<file path="src/hdl/gbt_pkg.sv">
// ----------------------------------------------------------------------------
// gbt_pkg
// Shared types and constants of the g-force ball tracker.
// ----------------------------------------------------------------------------
`default_nettype none

package gbt_pkg;

  // field and state widths
  localparam int unsigned PosW   = 14;  // ball and target, signed
  localparam int unsigned MagW   = 23;  // pixel magnitude before clipping
  localparam int unsigned ProdW  = 46;  // shared multiplier product
  localparam int unsigned AccW   = 47;  // sum of two squares
  localparam int unsigned NumW   = 33;  // divider dividend
  localparam int unsigned DenW   = 24;  // divider divisor
  localparam int unsigned RadW   = 48;  // square root radicand
  localparam int unsigned RootW  = 24;  // square root result
  localparam int unsigned CfgW   = 13;  // widest register

  // item actions
  typedef enum logic [2:0] {
    ACT_SET_TARGET = 3'd0,
    ACT_TICK       = 3'd1,
    ACT_SWEEP_GO   = 3'd2,
    ACT_SWEEP_POS  = 3'd3,
    ACT_SWEEP_END  = 3'd4
  } gbt_action_e;

  // register indexes
  typedef enum logic [2:0] {
    REG_TRACK_SHIFT  = 3'd0,
    REG_MAX_STEP     = 3'd1,
    REG_TARGET_LIMIT = 3'd2,
    REG_FULL_SCALE   = 3'd3,
    REG_DIAL_RADIUS  = 3'd4,
    REG_CLIP_RADIUS  = 3'd5
  } gbt_reg_e;

  // multiplier operand pairs
  typedef enum logic [3:0] {
    MUL_BALL_X, MUL_BALL_Y, MUL_PX_SQ, MUL_PY_SQ, MUL_RM_SQ,
    MUL_CLIP_X, MUL_CLIP_Y, MUL_TX_SQ, MUL_TY_SQ
  } gbt_mul_e;

  typedef enum logic [1:0] {ACC_HOLD, ACC_LOAD, ACC_ADD} gbt_acc_e;
  typedef enum logic {DSRC_PIXEL, DSRC_CLIP} gbt_dsrc_e;
  typedef enum logic [1:0] {QDST_NONE, QDST_PX, QDST_PY} gbt_qdst_e;

  // controller to datapath
  typedef struct packed {
    logic      update;
    logic      mul_en;
    gbt_mul_e  mul_sel;
    gbt_acc_e  acc_op;
    logic      rmsq_load;
    logic      div_start;
    gbt_dsrc_e div_src;
    gbt_qdst_e q_dst;
    logic      sqrt_start;
    logic      cmag_load;
    logic      mag_load;
    logic      out_load;
  } gbt_cmd_t;

  // datapath to controller
  typedef struct packed {
    logic div_done;
    logic sqrt_done;
    logic clip;
  } gbt_stat_t;

endpackage

`default_nettype wire

</file>
<file path="src/hdl/gbt_div.sv">
// ----------------------------------------------------------------------------
// gbt_div
// Unsigned restoring divider, one quotient bit per cycle.
// ----------------------------------------------------------------------------
`default_nettype none

module gbt_div import gbt_pkg::*; (
  input  wire logic            clk,
  input  wire logic            rst,
  input  wire logic            start,
  input  wire logic [NumW-1:0] num,
  input  wire logic [DenW-1:0] den,
  output logic                 done,
  output logic [NumW-1:0]      quo
);

  localparam int unsigned CntW = $clog2(NumW);
  localparam logic [CntW-1:0] LastStep = CntW'(NumW - 1);

  logic            busy;
  logic [CntW-1:0] cnt;
  logic [DenW-1:0] rem;
  logic [DenW-1:0] dvs;
  logic [DenW:0]   trial;
  logic            fits;

  // shift in the next dividend bit and try the subtract
  assign trial = {rem, quo[NumW-1]};
  assign fits  = trial >= {1'b0, dvs};

  always_ff @(posedge clk) begin
    if (rst) begin
      busy <= 1'b0;
      done <= 1'b0;
      cnt  <= '0;
    end else begin
      done <= 1'b0;
      if (start) begin
        busy <= 1'b1;
        cnt  <= '0;
      end else if (busy) begin
        cnt <= cnt + 1'b1;
        if (cnt == LastStep) begin
          busy <= 1'b0;
          done <= 1'b1;
        end
      end
    end
  end

  // datapath registers
  always_ff @(posedge clk) begin
    if (start) begin
      rem <= '0;
      quo <= num;
      dvs <= den;
    end else if (busy) begin
      if (fits) begin
        rem <= DenW'(trial - {1'b0, dvs});
      end else begin
        rem <= trial[DenW-1:0];
      end
      quo <= {quo[NumW-2:0], fits};
    end
  end

endmodule

`default_nettype wire

</file>
<file path="src/hdl/gbt_sqrt.sv">
// ----------------------------------------------------------------------------
// gbt_sqrt
// Floor integer square root, one result bit per cycle.
// ----------------------------------------------------------------------------
`default_nettype none

module gbt_sqrt import gbt_pkg::*; (
  input  wire logic             clk,
  input  wire logic             rst,
  input  wire logic             start,
  input  wire logic [RadW-1:0]  rad_in,
  output logic                  done,
  output logic [RootW-1:0]      root
);

  localparam int unsigned RemW = RootW + 2;
  localparam int unsigned CntW = $clog2(RootW);
  localparam logic [CntW-1:0] LastStep = CntW'(RootW - 1);

  logic            busy;
  logic [CntW-1:0] cnt;
  logic [RadW-1:0] rad;
  logic [RemW-1:0] rem;
  logic [RemW+1:0] tmp;
  logic [RemW+1:0] trial;
  logic            fits;

  // bring down two radicand bits and try root*4+1
  assign tmp   = {rem, rad[RadW-1 -: 2]};
  assign trial = (RemW+2)'({root, 2'b01});
  assign fits  = tmp >= trial;

  always_ff @(posedge clk) begin
    if (rst) begin
      busy <= 1'b0;
      done <= 1'b0;
      cnt  <= '0;
    end else begin
      done <= 1'b0;
      if (start) begin
        busy <= 1'b1;
        cnt  <= '0;
      end else if (busy) begin
        cnt <= cnt + 1'b1;
        if (cnt == LastStep) begin
          busy <= 1'b0;
          done <= 1'b1;
        end
      end
    end
  end

  always_ff @(posedge clk) begin
    if (start) begin
      rad  <= rad_in;
      rem  <= '0;
      root <= '0;
    end else if (busy) begin
      rad <= {rad[RadW-3:0], 2'b00};
      if (fits) begin
        rem <= RemW'(tmp - trial);
      end else begin
        rem <= tmp[RemW-1:0];
      end
      root <= {root[RootW-2:0], fits};
    end
  end

endmodule

`default_nettype wire

</file>
<file path="src/hdl/gbt_datapath.sv">
// ----------------------------------------------------------------------------
// gbt_datapath
// Ball state, registers, shared multiplier, divider and square root.
// ----------------------------------------------------------------------------
`default_nettype none

module gbt_datapath import gbt_pkg::*; (
  input  wire logic               clk,
  input  wire logic               rst,
  input  wire logic [2:0]         action,
  input  wire logic signed [15:0] accel_x,
  input  wire logic signed [15:0] accel_y,
  input  wire logic [12:0]        sweep_offset,
  input  wire logic               cfg_we,
  input  wire logic [2:0]         cfg_index,
  input  wire logic [CfgW-1:0]    cfg_data,
  input  wire gbt_cmd_t           cmd,
  output gbt_stat_t               stat,
  output logic signed [10:0]      pos_x,
  output logic signed [10:0]      pos_y,
  output logic [13:0]             magnitude,
  output logic                    moved
);

  // configuration
  logic [3:0]  track_shift;
  logic [11:0] max_step;
  logic [12:0] target_limit;
  logic [12:0] full_scale_mg;
  logic [9:0]  dial_radius;
  logic [9:0]  clip_radius;

  // tracker state
  logic signed [PosW-1:0] target_x, target_y, ball_x, ball_y;
  logic                   target_seen, sweep_active, moved_r;
  logic signed [PosW-1:0] target_x_next, target_y_next, ball_x_next, ball_y_next;
  logic                   target_seen_next, sweep_active_next, moved_next;

  // working registers
  logic [ProdW-1:0] prod;
  logic [AccW-1:0]  acc;
  logic [19:0]      rmsq;
  logic [MagW-1:0]  px_mag, py_mag;
  logic [RootW-1:0] cmag;
  logic [13:0]      mag_r;

  logic [MagW-1:0]  mul_a, mul_b;
  logic [ProdW-1:0] mul_p;
  logic [PosW-1:0]  bx_abs, by_abs, tx_abs, ty_abs;
  logic [NumW-1:0]  div_q;
  logic [DenW-1:0]  div_den;
  logic [12:0]      fs_eff;
  logic [RootW-1:0] sq_root;
  logic [10:0]      px11, py11;

  function automatic logic signed [PosW-1:0] clamp_tgt(input logic signed [15:0] v,
                                                      input logic [12:0] lim);
    logic signed [16:0] vs, ls, nl;
    vs = {v[15], v};
    ls = {4'b0000, lim};
    nl = -ls;
    if (vs > ls) begin
      return ls[PosW-1:0];
    end else if (vs < nl) begin
      return nl[PosW-1:0];
    end
    return vs[PosW-1:0];
  endfunction

  // one smoothing step toward the target, at least one count, capped
  function automatic logic signed [PosW-1:0] step_axis(input logic signed [PosW-1:0] tgt,
                                                      input logic signed [PosW-1:0] pos,
                                                      input logic [3:0] sh,
                                                      input logic [11:0] cap);
    logic signed [PosW:0] d, s, c, nc, n;
    d  = {tgt[PosW-1], tgt} - {pos[PosW-1], pos};
    s  = d >>> sh;
    c  = {3'b000, cap};
    nc = -c;
    if (s == 0 && d != 0) begin
      s = 15'sd1;
    end
    if (s > c) begin
      s = c;
    end else if (s < nc) begin
      s = nc;
    end
    n = {pos[PosW-1], pos} + s;
    return n[PosW-1:0];
  endfunction

  // configuration writes
  always_ff @(posedge clk) begin
    if (rst) begin
      track_shift   <= 4'd4;
      max_step      <= 12'd50;
      target_limit  <= 13'd4000;
      full_scale_mg <= 13'd1500;
      dial_radius   <= 10'd200;
      clip_radius   <= 10'd185;
    end else if (cfg_we) begin
      case (cfg_index)
        REG_TRACK_SHIFT:  track_shift   <= cfg_data[3:0];
        REG_MAX_STEP:     max_step      <= cfg_data[11:0];
        REG_TARGET_LIMIT: target_limit  <= cfg_data[12:0];
        REG_FULL_SCALE:   full_scale_mg <= cfg_data[12:0];
        REG_DIAL_RADIUS:  dial_radius   <= cfg_data[9:0];
        REG_CLIP_RADIUS:  clip_radius   <= cfg_data[9:0];
        default: ;
      endcase
    end
  end

  // next tracker state for the accepted item
  always_comb begin
    target_x_next     = target_x;
    target_y_next     = target_y;
    ball_x_next       = ball_x;
    ball_y_next       = ball_y;
    target_seen_next  = target_seen;
    sweep_active_next = sweep_active;
    moved_next        = 1'b0;
    case (action)
      ACT_SET_TARGET: begin
        target_x_next = clamp_tgt(accel_x, target_limit);
        target_y_next = clamp_tgt(accel_y, target_limit);
        if (!target_seen) begin
          ball_x_next      = target_x_next;
          ball_y_next      = target_y_next;
          target_seen_next = 1'b1;
          moved_next       = 1'b1;
        end
      end
      ACT_TICK: begin
        if (!sweep_active) begin
          ball_x_next = step_axis(target_x, ball_x, track_shift, max_step);
          ball_y_next = step_axis(target_y, ball_y, track_shift, max_step);
          moved_next  = (ball_x_next != ball_x) || (ball_y_next != ball_y);
        end
      end
      ACT_SWEEP_GO: begin
        sweep_active_next = 1'b1;
        ball_x_next       = '0;
        ball_y_next       = '0;
        moved_next        = 1'b1;
      end
      ACT_SWEEP_POS: begin
        if (sweep_active) begin
          ball_x_next = {1'b0, sweep_offset};
          ball_y_next = '0;
          moved_next  = 1'b1;
        end
      end
      ACT_SWEEP_END: begin
        if (sweep_active) begin
          sweep_active_next = 1'b0;
          ball_x_next       = '0;
          ball_y_next       = '0;
          moved_next        = 1'b1;
        end
      end
      default: ;
    endcase
  end

  always_ff @(posedge clk) begin
    if (rst) begin
      target_x     <= '0;
      target_y     <= '0;
      ball_x       <= '0;
      ball_y       <= '0;
      target_seen  <= 1'b0;
      sweep_active <= 1'b0;
      moved_r      <= 1'b0;
    end else if (cmd.update) begin
      target_x     <= target_x_next;
      target_y     <= target_y_next;
      ball_x       <= ball_x_next;
      ball_y       <= ball_y_next;
      target_seen  <= target_seen_next;
      sweep_active <= sweep_active_next;
      moved_r      <= moved_next;
    end
  end

  // magnitudes of the signed values
  assign bx_abs = ball_x[PosW-1]   ? PosW'(-ball_x)   : PosW'(ball_x);
  assign by_abs = ball_y[PosW-1]   ? PosW'(-ball_y)   : PosW'(ball_y);
  assign tx_abs = target_x[PosW-1] ? PosW'(-target_x) : PosW'(target_x);
  assign ty_abs = target_y[PosW-1] ? PosW'(-target_y) : PosW'(target_y);

  // shared multiplier operand select
  always_comb begin
    mul_a = '0;
    mul_b = '0;
    unique case (cmd.mul_sel)
      MUL_BALL_X: begin mul_a = MagW'(bx_abs);      mul_b = MagW'(dial_radius); end
      MUL_BALL_Y: begin mul_a = MagW'(by_abs);      mul_b = MagW'(dial_radius); end
      MUL_PX_SQ:  begin mul_a = px_mag;             mul_b = px_mag;             end
      MUL_PY_SQ:  begin mul_a = py_mag;             mul_b = py_mag;             end
      MUL_RM_SQ:  begin mul_a = MagW'(clip_radius); mul_b = MagW'(clip_radius); end
      MUL_CLIP_X: begin mul_a = px_mag;             mul_b = MagW'(clip_radius); end
      MUL_CLIP_Y: begin mul_a = py_mag;             mul_b = MagW'(clip_radius); end
      MUL_TX_SQ:  begin mul_a = MagW'(tx_abs);      mul_b = MagW'(tx_abs);      end
      MUL_TY_SQ:  begin mul_a = MagW'(ty_abs);      mul_b = MagW'(ty_abs);      end
      default: ;
    endcase
  end

  assign mul_p = mul_a * mul_b;

  // divisor: full scale for pixel mapping, radius for clipping
  assign fs_eff  = (full_scale_mg == '0) ? 13'd1 : full_scale_mg;
  assign div_den = (cmd.div_src == DSRC_CLIP) ? cmag : DenW'(fs_eff);

  gbt_div u_div (
    .clk  (clk),
    .rst  (rst),
    .start(cmd.div_start),
    .num  (prod[NumW-1:0]),
    .den  (div_den),
    .done (stat.div_done),
    .quo  (div_q)
  );

  gbt_sqrt u_sqrt (
    .clk   (clk),
    .rst   (rst),
    .start (cmd.sqrt_start),
    .rad_in({1'b0, acc}),
    .done  (stat.sqrt_done),
    .root  (sq_root)
  );

  // ball outside the clip circle
  assign stat.clip = acc > AccW'(rmsq);

  // working registers
  always_ff @(posedge clk) begin
    if (cmd.mul_en) begin
      prod <= mul_p;
    end
    unique case (cmd.acc_op)
      ACC_LOAD: acc <= AccW'(prod);
      ACC_ADD:  acc <= acc + AccW'(prod);
      default: ;
    endcase
    if (cmd.rmsq_load) begin
      rmsq <= prod[19:0];
    end
    unique case (cmd.q_dst)
      QDST_PX: px_mag <= div_q[MagW-1:0];
      QDST_PY: py_mag <= div_q[MagW-1:0];
      default: ;
    endcase
    if (cmd.cmag_load) begin
      cmag <= sq_root;
    end
    if (cmd.mag_load) begin
      mag_r <= sq_root[13:0];
    end
  end

  // result register, y flipped to point down
  assign px11 = px_mag[10:0];
  assign py11 = py_mag[10:0];

  always_ff @(posedge clk) begin
    if (cmd.out_load) begin
      pos_x     <= ball_x[PosW-1] ? 11'(-px11) : px11;
      pos_y     <= ball_y[PosW-1] ? py11 : 11'(-py11);
      magnitude <= mag_r;
      moved     <= moved_r;
    end
  end

endmodule

`default_nettype wire

</file>
<file path="src/hdl/gbt_ctrl.sv">
// ----------------------------------------------------------------------------
// gbt_ctrl
// Sequencer of the g-force ball tracker: handshakes and datapath steps.
// ----------------------------------------------------------------------------
`default_nettype none

module gbt_ctrl import gbt_pkg::*; (
  input  wire logic      clk,
  input  wire logic      rst,
  input  wire logic      in_valid,
  output logic           in_ready,
  output logic           out_valid,
  input  wire logic      out_ready,
  input  wire gbt_stat_t stat,
  output gbt_cmd_t       cmd
);

  typedef enum logic [4:0] {
    S_IDLE, S_MBX, S_DVX, S_WDX, S_MBY, S_DVY, S_WDY,
    S_MPX, S_MPY, S_MRM, S_CMP, S_CHK,
    S_SQC, S_WSQC, S_MCX, S_DCX, S_WCX, S_MCY, S_DCY, S_WCY,
    S_MTX, S_MTY, S_MAC, S_SQM, S_WSQM, S_DONE
  } state_t;

  state_t state, state_next;
  logic   out_free;

  assign in_ready = (state == S_IDLE);
  assign out_free = !out_valid || out_ready;

  // step commands and next state
  always_comb begin
    cmd        = '0;
    state_next = state;
    unique case (state)
      S_IDLE: begin
        cmd.update = in_valid;
        if (in_valid) state_next = S_MBX;
      end
      // pixel mapping, x then y
      S_MBX: begin cmd.mul_en = 1'b1; cmd.mul_sel = MUL_BALL_X; state_next = S_DVX; end
      S_DVX: begin cmd.div_start = 1'b1; cmd.div_src = DSRC_PIXEL; state_next = S_WDX; end
      S_WDX: begin
        if (stat.div_done) begin cmd.q_dst = QDST_PX; state_next = S_MBY; end
      end
      S_MBY: begin cmd.mul_en = 1'b1; cmd.mul_sel = MUL_BALL_Y; state_next = S_DVY; end
      S_DVY: begin cmd.div_start = 1'b1; cmd.div_src = DSRC_PIXEL; state_next = S_WDY; end
      S_WDY: begin
        if (stat.div_done) begin cmd.q_dst = QDST_PY; state_next = S_MPX; end
      end
      // squared radius against the clip radius
      S_MPX: begin cmd.mul_en = 1'b1; cmd.mul_sel = MUL_PX_SQ; state_next = S_MPY; end
      S_MPY: begin
        cmd.mul_en = 1'b1; cmd.mul_sel = MUL_PY_SQ; cmd.acc_op = ACC_LOAD;
        state_next = S_MRM;
      end
      S_MRM: begin
        cmd.mul_en = 1'b1; cmd.mul_sel = MUL_RM_SQ; cmd.acc_op = ACC_ADD;
        state_next = S_CMP;
      end
      S_CMP: begin cmd.rmsq_load = 1'b1; state_next = S_CHK; end
      S_CHK: state_next = stat.clip ? S_SQC : S_MTX;
      // clip onto the circle
      S_SQC: begin cmd.sqrt_start = 1'b1; state_next = S_WSQC; end
      S_WSQC: begin
        if (stat.sqrt_done) begin cmd.cmag_load = 1'b1; state_next = S_MCX; end
      end
      S_MCX: begin cmd.mul_en = 1'b1; cmd.mul_sel = MUL_CLIP_X; state_next = S_DCX; end
      S_DCX: begin cmd.div_start = 1'b1; cmd.div_src = DSRC_CLIP; state_next = S_WCX; end
      S_WCX: begin
        if (stat.div_done) begin cmd.q_dst = QDST_PX; state_next = S_MCY; end
      end
      S_MCY: begin cmd.mul_en = 1'b1; cmd.mul_sel = MUL_CLIP_Y; state_next = S_DCY; end
      S_DCY: begin cmd.div_start = 1'b1; cmd.div_src = DSRC_CLIP; state_next = S_WCY; end
      S_WCY: begin
        if (stat.div_done) begin cmd.q_dst = QDST_PY; state_next = S_MTX; end
      end
      // target magnitude
      S_MTX: begin cmd.mul_en = 1'b1; cmd.mul_sel = MUL_TX_SQ; state_next = S_MTY; end
      S_MTY: begin
        cmd.mul_en = 1'b1; cmd.mul_sel = MUL_TY_SQ; cmd.acc_op = ACC_LOAD;
        state_next = S_MAC;
      end
      S_MAC: begin cmd.acc_op = ACC_ADD; state_next = S_SQM; end
      S_SQM: begin cmd.sqrt_start = 1'b1; state_next = S_WSQM; end
      S_WSQM: begin
        if (stat.sqrt_done) begin cmd.mag_load = 1'b1; state_next = S_DONE; end
      end
      // hand the result to the output register
      S_DONE: begin
        if (out_free) begin cmd.out_load = 1'b1; state_next = S_IDLE; end
      end
      default: state_next = S_IDLE;
    endcase
  end

  always_ff @(posedge clk) begin
    if (rst) begin
      state     <= S_IDLE;
      out_valid <= 1'b0;
    end else begin
      state <= state_next;
      if (cmd.out_load) begin
        out_valid <= 1'b1;
      end else if (out_ready) begin
        out_valid <= 1'b0;
      end
    end
  end

  // divider results arrive only while waiting for them
  a_div_wait: assert property (@(posedge clk) disable iff (rst)
    stat.div_done |-> (state == S_WDX || state == S_WDY || state == S_WCX || state == S_WCY))
    else $error("divider done outside a divide wait");

  a_sqrt_wait: assert property (@(posedge clk) disable iff (rst)
    stat.sqrt_done |-> (state == S_WSQC || state == S_WSQM))
    else $error("square root done outside a root wait");

  a_busy_after_accept: assert property (@(posedge clk) disable iff (rst)
    (in_valid && in_ready) |=> !in_ready)
    else $error("second item taken while one is in work");

  a_no_overwrite: assert property (@(posedge clk) disable iff (rst)
    (cmd.out_load && out_valid) |-> out_ready)
    else $error("result overwritten before it was taken");

endmodule

`default_nettype wire

</file>
<file path="src/hdl/gforce_ball_tracker_top.sv">
// ----------------------------------------------------------------------------
// gforce_ball_tracker_top
// Two-axis g-force ball tracker with pixel mapping and target magnitude.
// ----------------------------------------------------------------------------
// Usage: each item on the input channel (in_valid/in_ready) carries an
// action and its operands; each yields exactly one result item on the output
// channel (out_valid/out_ready) with the ball's pixel offset, the target's
// magnitude and a moved flag. The user must write registers through cfg_we,
// cfg_index and cfg_data only while no item is in work; the block itself
// does not enforce this, and writes take effect at once. One item is
// processed at a time. The time from accept to result valid is spent
// mostly in the shared bit-serial divider (two divides, or four when the
// ball lies outside the clip circle) and the shared square root unit (once,
// or twice with clipping). in_ready is high only while the sequencer is
// idle, so a new item is taken only once the previous one has finished.
// The result sits in an output register, so the next item is accepted while
// a finished result waits; if the receiver still stalls when that next item
// completes, the sequencer holds until the register is free.
// Reset (rst, synchronous) clears the ball, target, sweep and first-target
// state and loads the register defaults; no result is pending after reset.
// ----------------------------------------------------------------------------
`default_nettype none

module gforce_ball_tracker_top import gbt_pkg::*; (
  input  wire logic               clk,
  input  wire logic               rst,
  input  wire logic               in_valid,
  output logic                    in_ready,
  input  wire logic [2:0]         action,
  input  wire logic signed [15:0] accel_x,
  input  wire logic signed [15:0] accel_y,
  input  wire logic [12:0]        sweep_offset,
  output logic                    out_valid,
  input  wire logic               out_ready,
  output logic signed [10:0]      pos_x,
  output logic signed [10:0]      pos_y,
  output logic [13:0]             magnitude,
  output logic                    moved,
  input  wire logic               cfg_we,
  input  wire logic [2:0]         cfg_index,
  input  wire logic [CfgW-1:0]    cfg_data
);

  gbt_cmd_t  cmd;
  gbt_stat_t stat;

  // sequencer
  gbt_ctrl u_ctrl (
    .clk      (clk),
    .rst      (rst),
    .in_valid (in_valid),
    .in_ready (in_ready),
    .out_valid(out_valid),
    .out_ready(out_ready),
    .stat     (stat),
    .cmd      (cmd)
  );

  // state, registers and arithmetic
  gbt_datapath u_dp (
    .clk         (clk),
    .rst         (rst),
    .action      (action),
    .accel_x     (accel_x),
    .accel_y     (accel_y),
    .sweep_offset(sweep_offset),
    .cfg_we      (cfg_we),
    .cfg_index   (cfg_index),
    .cfg_data    (cfg_data),
    .cmd         (cmd),
    .stat        (stat),
    .pos_x       (pos_x),
    .pos_y       (pos_y),
    .magnitude   (magnitude),
    .moved       (moved)
  );

endmodule

`default_nettype wire
</file>
<file path="config.mk">
export PLATFORM = sky130hd
export DESIGN_NAME = gforce_ball_tracker_top
export DESIGN_NICKNAME = d
export VERILOG_FILES = /design/src/hdl/gbt_pkg.sv /design/src/hdl/gbt_div.sv /design/src/hdl/gbt_sqrt.sv /design/src/hdl/gbt_datapath.sv /design/src/hdl/gbt_ctrl.sv /design/src/hdl/gforce_ball_tracker_top.sv
export SDC_FILE = /design/constraint.sdc
export NUM_CORES = 2
export LEC_CHECK = 0
export BUFFER_PORTS_ARGS = -buffer_cell sky130_fd_sc_hd__buf_4
export CAP_MARGIN = 20
export CORE_MARGIN = 8
export CORE_UTILIZATION = 40
export CTS_BUF_LIST = sky130_fd_sc_hd__clkbuf_8
export DETAILED_ROUTE_END_ITERATION = 16
export GPL_ROUTABILITY_DRIVEN = 0
export PLACE_DENSITY = 0.65
export SYNTH_ARGS = -nofsm -noshare
export SYNTH_HDL_FRONTEND = slang
export SYNTH_HIERARCHICAL = 1
export SYNTH_SLANG_ARGS = --single-unit
</file>
<file path="constraint.sdc">
create_clock -name clk -period 13 [get_ports clk]
set_clock_uncertainty 0.05 [all_clocks]
set_input_delay 2.6 -clock clk [delete_from_list [all_inputs] [get_ports clk]]
set_output_delay 2.6 -clock clk [all_outputs]
set_load 0.01 [all_outputs]
</file>
# Word-level counts from Yosys, hierarchy flattened
# Cells that the tools add are included.
# classes
n_reduce_logical,48
n_eq_ne,63
addsub,17
order_cmp,11
n_shift,2
n_mux,90
n_mul,1
bitwise,2
n_div,0
# op_table
cell,count
$mux 14,24
$pmux 23 s7,1
$pmux 23 s6,1
$pmux 5 s26,1
$mux 47,2
$pmux 47 s2,1
$mux 15,6
$pmux 14 s5,1
$mux 33,2
$logic_not 32->1,2
$reduce_bool 32->1,2
$neg 14->14,4
$pmux 14 s4,1
$eq 5x5->1 const B,11
$add 47x46->47,1
$gt 47x20->1,1
$mul 23x23->46,1
$mux 5,9
$pmux 5 s9,1
$eq 5x4->1 const B,8
$lt 16x17->1,2
$gt 16x14->1,2
$gt 15x13->1,2
$lt 15x15->1,2
other kinds (54),146
# totals
regBits,555
mem_bits_ro,0
ram_bits,0
out_inout_bits,39
mem_count,0
input_bits,69
latch_bits,0

# Logic depth before layout (Yosys ltp)
# logic_depth
word_depth,17
ltp_mapped,45

# Modules after synthesis
# Netlist, hierarchy kept.
# modules_own_cells
module,area_each_um2,seq_area_each_um2,instances,cells_each
gbt_datapath,43947.1,9449.1,1,4948
gbt_sqrt,5866.9,2582.5,1,586
gbt_div,4919.7,2352.3,1,461
gbt_ctrl,773.2,120.1,1,119

# Worst setup path after synthesis
# No wires, ideal clock.
# synth_path
path_type,reg2reg
start,register u_ctrl.state[1]
end,register u_dp.prod[42] (data pin)
period_less_slack_ns,9.576
stages_incl_launch_ff,42
n_path_buf,7
path_slack_ns,3.424
t_required_ns,12.815
t_arrival_ns,9.390
path_cell_list,dfxtp_1 buf_6 or2_1 clkbuf_2 a211o_1 a21oi_1 clkbuf_1 nand2_1 nor2_1 a21oi_1 nor2_1 clkbuf_1 clkbuf_1 clkbuf_1 a22o_1 clkbuf_1 nand2_1 fa_1 [... 6 more ...] fa_1 inv_1 fa_1 inv_1 fa_1 ha_1 o21ai_0 nand2b_1 a21oi_1 o31ai_1 a21o_1 a21oi_1 nor4_1 a41oi_1 a31o_2 o31ai_1 or4b_2 nand3_1
# synth_rtl
item,line,text
from (decl),gbt_ctrl.sv:25,"state_t state, state_next;"
from (signal assigned),gbt_ctrl.sv:102,state <= state_next;
to (signal assigned),gbt_datapath.sv:241,prod <= mul_p;
to (decl),gbt_datapath.sv:40,logic [ProdW-1:0] prod;

==> results.toml <==
[run_status]
status = "completed"

[detailed_routing]
vias_per_cell = 5.77
routedWlPerCell_um = 21.1
drc = 0
vias = 46100
initialDrtViolationCount = 4543
drt_wl_total_mm = 169
ant_nets = 0
first_pass_iters = 9

[setup_path]
critPathMaxFanout = 27
cpMostUsedCell = "fa_1"
worst_path_dominant_cell_family = "adder cells"
r2r-end = "u_dp/prod[44]$_DFFE_PP_"
r2r_cells = 31
critPathLaunchType = "flip-flop"
path_buf_inv = 6
end_kind = "flip-flop"
crit_path_top_delay_cell = "dfxtp_1"
reg2reg_slack_ns = 1.24
cp.required_ns = 13.42
max_stage_delay_ns = 0.87
r2r-start = "u_ctrl/state[0]$_SDFFE_PP0P_"
path_class = "flip-flop to flip-flop"
cp_data_arrival_time_ns = 12.18

[timing]
hold_viol = 0
fin_crit_ns = 11.76
finalCritPeriodShare = 0.905
drv_slew = 0
setup_tns_ns = 0
rsz0062_at_grt = "no"
max_freq_mhz = 85.0
setup_viol = 0
setup_ws_ns = 1.24
max_slew_margin = 0.202
tightest_slew_ns = 1.18

[floorplan]
io_pins = 108
core_area_um2 = 138000
rows = 136
die_w_um = 389
start_util = 0.403
die_h_um = 389
dieArea_um2 = 151000

[power_and_ir_drop]
leakagePower_nw = 25.8
power_density_nw_per_um2 = 153
max-vdd-ir-drop_mv = 0.102

[finish]
nets = 7086
num-fill-cells = 13200
layout-drive-gt1-share = 0.0919
syn2layout_area_growth_pct = 8.24
multi_input_area_um2 = 37000
ff_latch_area_um2 = 14500

[synth]
syn_avg_cell_area_um2 = 9.08
synth_cells = 6114
ys_warn_count = 6
synth_top_flop_cell = "edfxtp_1"
synth-seq-cells = 555
synth_largest_area_cell = "edfxtp_1"
syn-num-nets = 7091
ys_seq_area_frac = 0.261
syn_area_um2 = 55500
ys_types = 126
synthArstFlopShare = 0
ys_top_cells_by_area = "edfxtp_1, fa_1, ha_1, dfxtp_1, nand2_1"
synth_top_area_frac = 0.183
synth.most_common_cell = "nand2_1"
synth-edff-count = 339
netlist_top_cells_count = "nand2_1, inv_1, ha_1"

[clock_network]
cts_max_path_buffers = 3
cts_hold_buf = 0
cts_made_buffers = 97
htree_levels = 3
cts_tree = "yes"
cts_root_buf = "clkbuf_8"
cts_setup_buffers = 0
clk_latency_ns = 0.75
clk_pin_slew_ns = 0.06
cts-resized-gates = 0
cts.sink_count = 555

[placed_design]
hpwl_mm = 129
dpl_worst_slack_ns = 1.55
port_buffers = 107

[min_path]
holdPathEnd = "u_dp/magnitude[6]$_DFFE_PP_"
min_path_type = "flip-flop to flip-flop"
hold_depth = 0
hp-start = "u_dp/mag_r[6]$_DFFE_PP_"

[job]
maxCapViolations = 0

[global_route]
grt_first_pass_wirelength_mm = 263
grt_max_degree = 69
antenna_found_initial = 2
grt-ovfl-total = 0
grt_usage = 0.217
grt_pass1_vias = 45600
layout make-up:
type,instances,area share
multi-input combinational,4507,0.615
sequential,555,0.241
inverter,763,0.0477
tap,1794,0.0374
clock buffer,106,0.0243
timing repair buffer,185,0.0231
clock inverter,73,0.0107
antenna,1,0.0000417
layer usage:
layer / vias up / GRT usage / routed length [um] / share of wire
met5: - / 0 / 18 / 0.00011
met4: 2 / 0.0767 / 6240 / 0.037
met3: 384 / 0.0548 / 18000 / 0.11
met2: 2202 / 0.333 / 72900 / 0.43
met1: 22400 / 0.298 / 71500 / 0.42
li1: 21100 / - / - / -
power breakdown:
part / switching [W] / internal, W / leakage [nW] / total, W
combinational: 0.00308 / 0.00196 / 19.8 / 0.00504
sequential: 0.000248 / 0.00219 / 4.84 / 0.00244
clock: 0.000798 / 0.000949 / 1.14 / 0.00175
state kept, by name (all words and copies together), names as in the netlist, 11 cells and up:
register	cells
u_dp/acc	47
u_dp/u_sqrt/root	24
u_dp/px_mag	23
u_dp/max_step	12
u_dp/full_scale_mg	13
u_dp/magnitude	14
u_dp/u_div/quo	33
u_dp/prod	46
u_dp/rmsq	20
u_dp/target_y	14
u_dp/u_sqrt/rem	26
u_dp/py_mag	23
u_dp/u_div/rem	24
u_dp/target_x	14
u_dp/ball_y	14
u_dp/pos_x	11
u_dp/mag_r	14
u_dp/ball_x	14
u_dp/target_limit	13
u_dp/pos_y	11
u_dp/u_sqrt/rad	48
u_dp/u_div/dvs	24
u_dp/cmag	24
per-stage QoR:
| stage | utilization | instance area (um2) | power, W | hold slack [ns] | std cells |
|---|---|---|---|---|---|
| 2_1_floorplan | - | 55500 | 0.00610 | 0.350 | 6114 |
| 3_3_place_gp | 0.421 | 58000 | 0.00727 | 0.354 | 7803 |
| 3_5_place_dp | 0.421 | 58000 | 0.00735 | 0.355 | 7803 |
| 4_1_cts | 0.436 | 60100 | 0.00916 | 0.369 | 7982 |
| 5_1_grt | 0.436 | 60100 | 0.00983 | 0.378 | 7984 |
| 6_report | 0.436 | 60100 | 0.00922 | 0.367 | 7984 |
placed cells by master (no fill, tap or decap), types with 30 or more instances in the layout:
| cell type | Yosys | layout |
|---|---|---|
| nand2b_1 | 42 | 42 |
| nor2b_1 | 48 | 46 |
| o31ai_1 | 37 | 37 |
| ha_1 | 464 | 463 |
| o21a_1 | 78 | 78 |
| xor2_1 | 79 | 79 |
| inv_1 | 758 | 775 |
| clkbuf_8 | 11 | 106 |
| dfxtp_1 | 216 | 215 |
| nand2_1 | 788 | 788 |
| xnor2_1 | 177 | 177 |
| nand4_1 | 44 | 44 |
| nor4_1 | 40 | 39 |
| and3_1 | 37 | 37 |
| a21oi_1 | 314 | 312 |
| a211oi_1 | 66 | 66 |
| fa_1 | 444 | 444 |
| nand3_1 | 115 | 115 |
| a31oi_1 | 56 | 56 |
| and2_1 | 105 | 105 |
| or3_1 | 36 | 36 |
| nor3_1 | 107 | 105 |
| a21o_1 | 91 | 91 |
| a22oi_1 | 38 | 37 |
| edfxtp_1 | 339 | 339 |
| o21ai_0 | 194 | 192 |
| nor2_1 | 371 | 369 |
| o211ai_1 | 38 | 38 |
| mux2_2 | 136 | 136 |
| a221oi_1 | 30 | 30 |
| mux2i_1 | 90 | 90 |
| buf_4 | 1 | 185 |
kinds of logic (layout without fill, tap and decap cells):
kind of cell,after synthesis,after routing,synth area share
buffers and inverters,1052,1127,0.0744
and+or+nand+nor,1838,1838,0.154
adders and majority gates,908,908,0.265
muxes,237,237,0.0482
AOI/OAI and AO/OA,1266,1266,0.157
xor gates and xnor gates,257,257,0.0408
DFF,555,555,0.261
other,1,2,0.0000676
worst max-delay path by stage:
stage | startpoint | end | slack, ns | depth (start not counted)
after floorplan | u_ctrl/state[1]$_SDFFE_PP0P_ | u_dp/prod[42]$_DFFE_PP_ | 3.42 | 41
after global placement | u_ctrl/state[1]$_SDFFE_PP0P_ | u_dp/prod[44]$_DFFE_PP_ | 1.76 | 29
after detailed placement | u_ctrl/state[0]$_SDFFE_PP0P_ | u_dp/prod[44]$_DFFE_PP_ | 1.55 | 31
after CTS | u_ctrl/state[0]$_SDFFE_PP0P_ | u_dp/prod[44]$_DFFE_PP_ | 1.48 | 31
after global routing | u_ctrl/state[0]$_SDFFE_PP0P_ | u_dp/prod[44]$_DFFE_PP_ | 0.66 | 31
final | u_ctrl/state[0]$_SDFFE_PP0P_ | u_dp/prod[44]$_DFFE_PP_ | 1.24 | 31
worst reg2reg max path: cells and delay by family (launching register included):
kind	cells	cell delay [ns]
and+or+nand+nor	7	2.99
AOI/OAI and AO/OA	10	3.34
DFF	1	0.87
buffers and inverters	6	0.50
adders and majority gates	8	3.77
Note: power is estimated with default switching activity, not from simulation.
